$ cat src/hw/rtl/ebcalu_pkg.sv
// Shared types and constants of the 8-bit CPU ALU with flags.
package ebcalu_pkg;

  typedef enum logic [3:0] {
    OP_RL    = 4'd0,
    OP_RLC   = 4'd1,
    OP_RR    = 4'd2,
    OP_RRC   = 4'd3,
    OP_ADD8  = 4'd4,
    OP_ADD16 = 4'd5,
    OP_SUB8  = 4'd6,
    OP_INC8  = 4'd7,
    OP_DEC8  = 4'd8,
    OP_CP    = 4'd9,
    OP_BIT   = 4'd10
  } alu_op_t;

  // Bit positions inside the flags byte
  localparam int unsigned FLAG_Z = 7;
  localparam int unsigned FLAG_N = 6;
  localparam int unsigned FLAG_H = 5;
  localparam int unsigned FLAG_C = 4;

  localparam int unsigned IN_TDATA_W  = 40;
  localparam int unsigned IN_TUSER_W  = 5;
  localparam int unsigned OUT_TDATA_W = 24;

  typedef struct packed {
    logic        keep_zero_clear;
    logic [7:0]  flags_in;
    logic [15:0] operand_b;
    logic [15:0] operand_a;
    logic [3:0]  cmd;
  } alu_in_t;

  typedef struct packed {
    logic [7:0]  flags_out;
    logic [15:0] result_value;
  } alu_out_t;

endpackage

$ cat src/hw/rtl/ebcalu_core.sv
// Combinational ALU: result value and flags byte for one word.
module ebcalu_core (
  input  ebcalu_pkg::alu_in_t  item_i,
  output ebcalu_pkg::alu_out_t res_o
);

  logic [7:0]  a8;
  logic [7:0]  b8;
  logic        cin;
  logic [8:0]  sum9;
  logic [8:0]  dif9;
  logic [7:0]  inc8;
  logic [7:0]  dec8;
  logic [16:0] sum17;
  logic [12:0] sum13;
  logic [7:0]  rl8;
  logic [7:0]  rlc8;
  logic [7:0]  rr8;
  logic [7:0]  rrc8;
  logic        tbit;
  logic [15:0] val;
  logic        fz;
  logic        fn;
  logic        fh;
  logic        fc;

  assign a8    = item_i.operand_a[7:0];
  assign b8    = item_i.operand_b[7:0];
  assign cin   = item_i.flags_in[ebcalu_pkg::FLAG_C];
  assign sum9  = {1'b0, a8} + {1'b0, b8};
  assign dif9  = {1'b0, a8} - {1'b0, b8};
  assign inc8  = a8 + 8'd1;
  assign dec8  = a8 - 8'd1;
  assign sum17 = {1'b0, item_i.operand_a} + {1'b0, item_i.operand_b};
  assign sum13 = {1'b0, item_i.operand_a[11:0]} + {1'b0, item_i.operand_b[11:0]};
  assign rl8   = {a8[6:0], cin};
  assign rlc8  = {a8[6:0], a8[7]};
  assign rr8   = {cin, a8[7:1]};
  assign rrc8  = {a8[0], a8[7:1]};
  assign tbit  = a8[b8[2:0]];

  always_comb begin
    val = item_i.operand_a;
    fz  = item_i.flags_in[ebcalu_pkg::FLAG_Z];
    fn  = item_i.flags_in[ebcalu_pkg::FLAG_N];
    fh  = item_i.flags_in[ebcalu_pkg::FLAG_H];
    fc  = cin;
    unique case (item_i.cmd)
      ebcalu_pkg::OP_RL: begin
        val = {8'h00, rl8};
        fz  = (rl8 == 8'h00);
        fn  = 1'b0;
        fh  = 1'b0;
        fc  = a8[7];
      end
      ebcalu_pkg::OP_RLC: begin
        val = {8'h00, rlc8};
        fz  = !item_i.keep_zero_clear && (rlc8 == 8'h00);
        fn  = 1'b0;
        fh  = 1'b0;
        fc  = a8[7];
      end
      ebcalu_pkg::OP_RR: begin
        val = {8'h00, rr8};
        fz  = (rr8 == 8'h00);
        fn  = 1'b0;
        fh  = 1'b0;
        fc  = a8[0];
      end
      ebcalu_pkg::OP_RRC: begin
        val = {8'h00, rrc8};
        fz  = (rrc8 == 8'h00);
        fn  = 1'b0;
        fh  = 1'b0;
        fc  = a8[0];
      end
      ebcalu_pkg::OP_ADD8: begin
        val = {8'h00, sum9[7:0]};
        fz  = (sum9[7:0] == 8'h00);
        fn  = 1'b0;
        fh  = a8[4] ^ b8[4] ^ sum9[4];
        fc  = sum9[8];
      end
      ebcalu_pkg::OP_ADD16: begin
        val = sum17[15:0];
        fz  = (sum17[15:0] == 16'h0000);
        fn  = 1'b0;
        fh  = sum13[12];
        fc  = sum17[16];
      end
      ebcalu_pkg::OP_SUB8: begin
        val = {8'h00, dif9[7:0]};
        fz  = (dif9[7:0] == 8'h00);
        fn  = 1'b1;
        fh  = (b8[3:0] > a8[3:0]);
        fc  = dif9[8];
      end
      ebcalu_pkg::OP_INC8: begin
        val = {8'h00, inc8};
        fz  = (inc8 == 8'h00);
        fn  = 1'b0;
        fh  = (a8[3:0] == 4'hF);
      end
      ebcalu_pkg::OP_DEC8: begin
        val = {8'h00, dec8};
        fz  = (dec8 == 8'h00);
        fn  = 1'b1;
        fh  = (a8[3:0] == 4'h0);
      end
      ebcalu_pkg::OP_CP: begin
        fz = (dif9[7:0] == 8'h00);
        fn = 1'b1;
        fh = (b8[3:0] > a8[3:0]);
        fc = dif9[8];
      end
      ebcalu_pkg::OP_BIT: begin
        fz = !tbit;
        fn = 1'b0;
        fh = 1'b1;
      end
      default: begin
        // unused codes pass value and upper flags through
      end
    endcase
  end

  assign res_o.result_value = val;
  assign res_o.flags_out    = {fz, fn, fh, fc, 4'h0};

endmodule

$ cat src/hw/rtl/eight_bit_cpu_alu_with_flags.sv
// Top level: input register, flag ALU and result register on stream channels.
//
//  channel | direction | ports                    | tdata / tuser
//  --------+-----------+--------------------------+------------------------------------
//  in      | slave     | in_tvalid/tready/tdata/  | tdata: operand_a, operand_b, flags_in
//          |           | tuser                    | tuser: cmd, keep_zero_clear
//  out     | master    | out_tvalid/tready/tdata  | tdata: result_value, flags_out
//
// One word per clock sustained while out_tready stays high; an accepted word passes
// through the input register, then the ALU and the result register, to out_tvalid.
// rst_n (synchronous, active low) empties both registers.
// A stalled out_tready holds the result word; the input register still fills,
// so in_tready drops only when both registers are full and out is stalled.
module eight_bit_cpu_alu_with_flags (
  input  logic                                  clk,
  input  logic                                  rst_n,
  input  logic                                  in_tvalid,
  output logic                                  in_tready,
  // [15:0] operand_a, [31:16] operand_b, [39:32] flags_in
  input  logic [ebcalu_pkg::IN_TDATA_W-1:0]     in_tdata,
  // [3:0] cmd, [4] keep_zero_clear
  input  logic [ebcalu_pkg::IN_TUSER_W-1:0]     in_tuser,
  output logic                                  out_tvalid,
  input  logic                                  out_tready,
  // [15:0] result_value, [23:16] flags_out
  output logic [ebcalu_pkg::OUT_TDATA_W-1:0]    out_tdata
);

  logic                 s1_v_r;
  logic                 s1_v_nxt;
  ebcalu_pkg::alu_in_t  s1_item_r;
  ebcalu_pkg::alu_in_t  in_item;
  logic                 out_v_r;
  logic                 out_v_nxt;
  ebcalu_pkg::alu_out_t out_res_r;
  ebcalu_pkg::alu_out_t alu_res;
  logic                 in_acc;
  logic                 s1_adv;

  assign in_item.cmd             = in_tuser[3:0];
  assign in_item.keep_zero_clear = in_tuser[4];
  assign in_item.operand_a       = in_tdata[15:0];
  assign in_item.operand_b       = in_tdata[31:16];
  assign in_item.flags_in        = in_tdata[39:32];

  // advance into the result register when it is empty or being drained
  assign s1_adv    = !out_v_r || out_tready;
  assign in_tready = !s1_v_r || s1_adv;
  assign in_acc    = in_tvalid && in_tready;

  always_comb begin
    s1_v_nxt = s1_v_r;
    if (in_tready) begin
      s1_v_nxt = in_tvalid;
    end
    out_v_nxt = out_v_r;
    if (s1_adv) begin
      out_v_nxt = s1_v_r;
    end
  end

  always_ff @(posedge clk) begin
    if (!rst_n) begin
      s1_v_r  <= 1'b0;
      out_v_r <= 1'b0;
    end else begin
      s1_v_r  <= s1_v_nxt;
      out_v_r <= out_v_nxt;
    end
  end

  always_ff @(posedge clk) begin
    if (in_acc) begin
      s1_item_r <= in_item;
    end
    if (s1_adv && s1_v_r) begin
      out_res_r <= alu_res;
    end
  end

  ebcalu_core u_core (
    .item_i (s1_item_r),
    .res_o  (alu_res)
  );

  assign out_tvalid = out_v_r;
  assign out_tdata  = out_res_r;

  a_flags_low_clear: assert property (@(posedge clk) disable iff (!rst_n)
    out_tvalid |-> (out_tdata[19:16] == 4'h0))
    else $error("flags low nibble not clear");

  a_accept_fills_s1: assert property (@(posedge clk) disable iff (!rst_n)
    in_acc |=> s1_v_r)
    else $error("accepted word lost before input register");

  a_s1_to_out: assert property (@(posedge clk) disable iff (!rst_n)
    (s1_v_r && s1_adv) |=> out_v_r)
    else $error("advancing word did not reach result register");

  a_s1_hold: assert property (@(posedge clk) disable iff (!rst_n)
    (s1_v_r && !s1_adv) |=> (s1_v_r && $stable(s1_item_r)))
    else $error("input register changed while stalled");

  a_ready_when_empty: assert property (@(posedge clk) disable iff (!rst_n)
    !s1_v_r |-> in_tready)
    else $error("input not ready with empty input register");

endmodule
$ cat config.mk
export PLATFORM = sky130hd
export DESIGN_NAME = eight_bit_cpu_alu_with_flags
export DESIGN_NICKNAME = d
export VERILOG_FILES = /design/src/hw/rtl/ebcalu_pkg.sv /design/src/hw/rtl/ebcalu_core.sv /design/src/hw/rtl/eight_bit_cpu_alu_with_flags.sv
export SDC_FILE = /design/constraint.sdc
export NUM_CORES = 1
export LEC_CHECK = 0
export BUFFER_PORTS_ARGS = -buffer_cell sky130_fd_sc_hd__buf_4
export CORE_MARGIN = 8
export CORE_UTILIZATION = 35
export CTS_BUF_LIST = sky130_fd_sc_hd__clkbuf_4
export CTS_CLUSTER_DIAMETER = 50
export DETAILED_ROUTE_END_ITERATION = 7
export PLACE_DENSITY_LB_ADDON = 0.2
export SYNTH_ARGS = -nofsm -noshare
export SYNTH_HDL_FRONTEND = slang
export SYNTH_SLANG_ARGS = --single-unit
$ cat constraint.sdc
create_clock -name clk -period 3.2 [get_ports clk]
set_clock_uncertainty 0.2 [all_clocks]
set_input_delay 0.48 -clock clk [delete_from_list [all_inputs] [get_ports clk]]
set_output_delay 0.48 -clock clk [all_outputs]
set_load 0.005 [all_outputs]
==> impl_metrics.env <==
export IMPL_run_status="finished clean"
export IMPL_num_rows=41
export IMPL_p_leak_nw=2.27
export IMPL_vias=3835
export IMPL_setup_tns_ns=0
export IMPL_layout_commonest_cell="buf_4"
export IMPL_min_period_ns=3.07
export IMPL_slew_violations=0
export IMPL_r2r_end="out_tdata[23]"
export IMPL_antenna_found_initial=1
export IMPL_power_mw=2.23
export IMPL_p_clk_share_pct=29.3
export IMPL_clock_latency_ns=0.45
export IMPL_port_buffers=66
export IMPL_hold_viol_final=0
export IMPL_worst_pin_slew_ns=1.08
export IMPL_syn_area_um2=4450
export IMPL_powerDensity_nw_per_um2=397
export IMPL_n_fill_cell=1251
export IMPL_power_switching_mw=0.676
export IMPL_hold_class="input pin to register"
export IMPL_dieArea_um2=16600
export IMPL_hpwlAfterDp_mm=9.49
export IMPL_worstHoldStart="in_tdata[13]"
export IMPL_cts_buffers=9
export IMPL_pre_cts_ws_ns=0.0843
export IMPL_cts_tree="done"
export IMPL_grt_pass1_wl_mm=20.0
export IMPL_clk_path_buf_depth=2
export IMPL_crit_arrival_ns=3.18
export IMPL_antenna_left=0
export IMPL_ios=75
export IMPL_final_cell_mix="97 x buf_4, 61 x edfxtp_1, 41 x nor2_1"
export IMPL_placed_area_um2=5270
export IMPL_ir_drop_mv=0.218
export IMPL_rsz0062_at_grt="yes"
export IMPL_initial_core_util_pct=35.5
export IMPL_final_layout_size_suffix_gt1_share_pct=23.4
export IMPL_synth_edff_count=61
export IMPL_wl_mm=12.5
export IMPL_via_per_inst=5.27
export IMPL_clkSlewWorstSetupHoldPaths_ns=0.11
export IMPL_yosys_cell_types_count=70
export IMPL_min_delay_path_depth=1
export IMPL_cts_sinks=63
export IMPL_start_kind="register"
export IMPL_rrSetupSlack_ns=0.13
export IMPL_fp_coreArea_um2=12500
export IMPL_grt_start_max_net_pins=23
export IMPL_min_to="s1_item_r[17]"
export IMPL_finish_utilization_pct=45.0
export IMPL_finalCritPeriodShare_pct=96.0
export IMPL_drt_pass1_iterations=5
export IMPL_cts_root_buf="clkbuf_4"
export IMPL_reg2reg_depth=11
export IMPL_drcViolationCount=0
export IMPL_worst_r2r_startpoint="s1_item_r[4]"
export IMPL_power_share_switching_pct=30.3
export IMPL_avgSynthCellArea_um2=9.90
export IMPL_die_y_um=129
export IMPL_async_flop_share_pct=0
export IMPL_yosysSeqAreaShare_pct=42.1
export IMPL_ys_ff_latch=63
export IMPL_final_nets=634
export IMPL_maxCapViolCount=0
export IMPL_yosys_warnings=0
export IMPL_grt_pass1_vias=3872
export IMPL_wl_per_cell_um=17.2
export IMPL_p_int_mw=1.56
export IMPL_grt_overflow=0
export IMPL_final_area_um2=5630
export IMPL_relSlewSlack_pct=27.8
export IMPL_drtIter0Drc=273
export IMPL_cts_htree_levels=3
export IMPL_die_width_um=129
export IMPL_place_gp_congestion=0.899
export IMPL_critPathCaptureType="register"
export IMPL_grtUsageTotal_pct=15.5
export IMPL_cp_required_ns=3.31
export IMPL_syn_inst=449
export IMPL_crit_fanout=2
export IMPL_seqPwrFrac_pct=44.3
export IMPL_syn_to_final_growth_pct=26.7
export IMPL_setup_violations=0
export IMPL_synthFlopType="edfxtp_1"
export IMPL_fin_ws_ns=0.126
export IMPL_power_frac_comb_pct=26.4
export IMPL_crit_type="register to register"
export IMPL_fmax_mhz=325
==> power groups by stage <==
stage                     Combinational [mW]  Clock [mW]  Sequential (mW)
final                                  0.590       0.654            0.991
after CTS                              0.572       0.670            0.991
after detailed placement               0.563           0             1.01
after global placement                 0.556           0             1.01
after floorplan                        0.366           0             1.01
after global routing                   0.650       0.705            0.997
==> worst max-delay path, stage by stage, from the launching register on <==
cell and delay (ns):
edfxtp_1 0.40, ha_2 0.20, inv_1 0.06, fa_2 0.22, o21ba_4 0.16, nor4_2 0.04, or4_4 0.44, a221o_1 0.35
o21a_1 0.18, or3_1 0.39, nor4_4 0.14, a31o_1 0.16
==> what timing repair did <==
action	CTS	global route
buffers inserted	0	1
hold buffers	6	11
hold endpoints to repair	6	11
gates resized for setup	0	5
endpoints found under the setup margin	0	1
==> sequential cells by signal (all words and copies together) (netlist names) <==
name	cells
s1_v_r	1
out_tvalid	1
s1_item_r	41
out_tdata	20
==> logic make-up after synthesis <==
| group | after synthesis | synth area share, % |
|---|---|---|
| buffers and inverters | 60 | 5.66 |
| XOR/XNOR | 30 | 5.91 |
| AO/OA/AOI/OAI | 127 | 19.5 |
| AND/OR/NAND/NOR | 123 | 13.7 |
| multiplexers | 10 | 2.81 |
| other | 1 | 0.0844 |
| flip-flops | 63 | 42.1 |
| adder cells (fa/ha/maj) | 35 | 10.2 |
==> layer usage <==
layer	wire length (um)	track usage [%]
met5	0	0
met3	803	3.35
met4	216	5.81
met1	5770	20.4
met2	5750	24.4
==> how the worst max path moves through the flow <==
stage | depth (start not counted) | slack, ns | to | from
after floorplan | 11 | -0.03 | out_tdata[23] | s1_item_r[5]
after global placement | 11 | 0.10 | out_tdata[23] | s1_item_r[4]
after detailed placement | 11 | 0.08 | out_tdata[23] | s1_item_r[4]
after CTS | 11 | 0.07 | out_tdata[23] | s1_item_r[4]
after global routing | 13 | -0.04 | out_tdata[23] | s1_item_r[4]
final | 11 | 0.13 | out_tdata[23] | s1_item_r[4]
==> cells in the mapped netlist (4+ instances only) <==
cell type	instances	area, um2
clkbuf_1	18	67.6
or3_1	7	43.8
a221o_1	4	40.0
a21o_1	4	30.0
xor2_1	8	70.1
xnor2_1	22	193
o21ai_1	8	40.0
nor3_1	6	30.0
o21ai_0	20	100
o21a_1	5	37.5
nor2_1	41	154
edfxtp_1	61	1830
o221ai_1	6	52.6
nand3_1	7	35.0
ha_1	33	413
inv_1	31	116
a221oi_1	4	35.0
mux2i_1	8	80.1
buf_4	4	30.0
o22ai_1	5	31.3
nor2b_1	8	50.1
nand2_1	28	105
a21oi_1	34	170
==> area by class of cell <==
cell class | count | area (um2) | share of cell area [%]
Antenna cell | 1 | 2.50 | 0.0444
Tap cell | 172 | 215 | 3.82
Inverter | 33 | 124 | 2.20
Clock buffer | 10 | 75.1 | 1.33
Clock inverter | 6 | 85.1 | 1.51
Sequential cell | 63 | 1870 | 33.2
Timing Repair Buffer | 114 | 898 | 15.9
Multi-Input combinational cell | 329 | 2360 | 41.9
==> through the flow <==
stage	std cells	hold WS, ns
3_5_place_dp	693	0.306
3_3_place_gp	693	0.285
4_1_cts	715	0.000635
2_1_floorplan	452	0.277
5_1_grt	728	-0.00115
6_report	728	0.0211
Power figures use the tool's default switching activity.
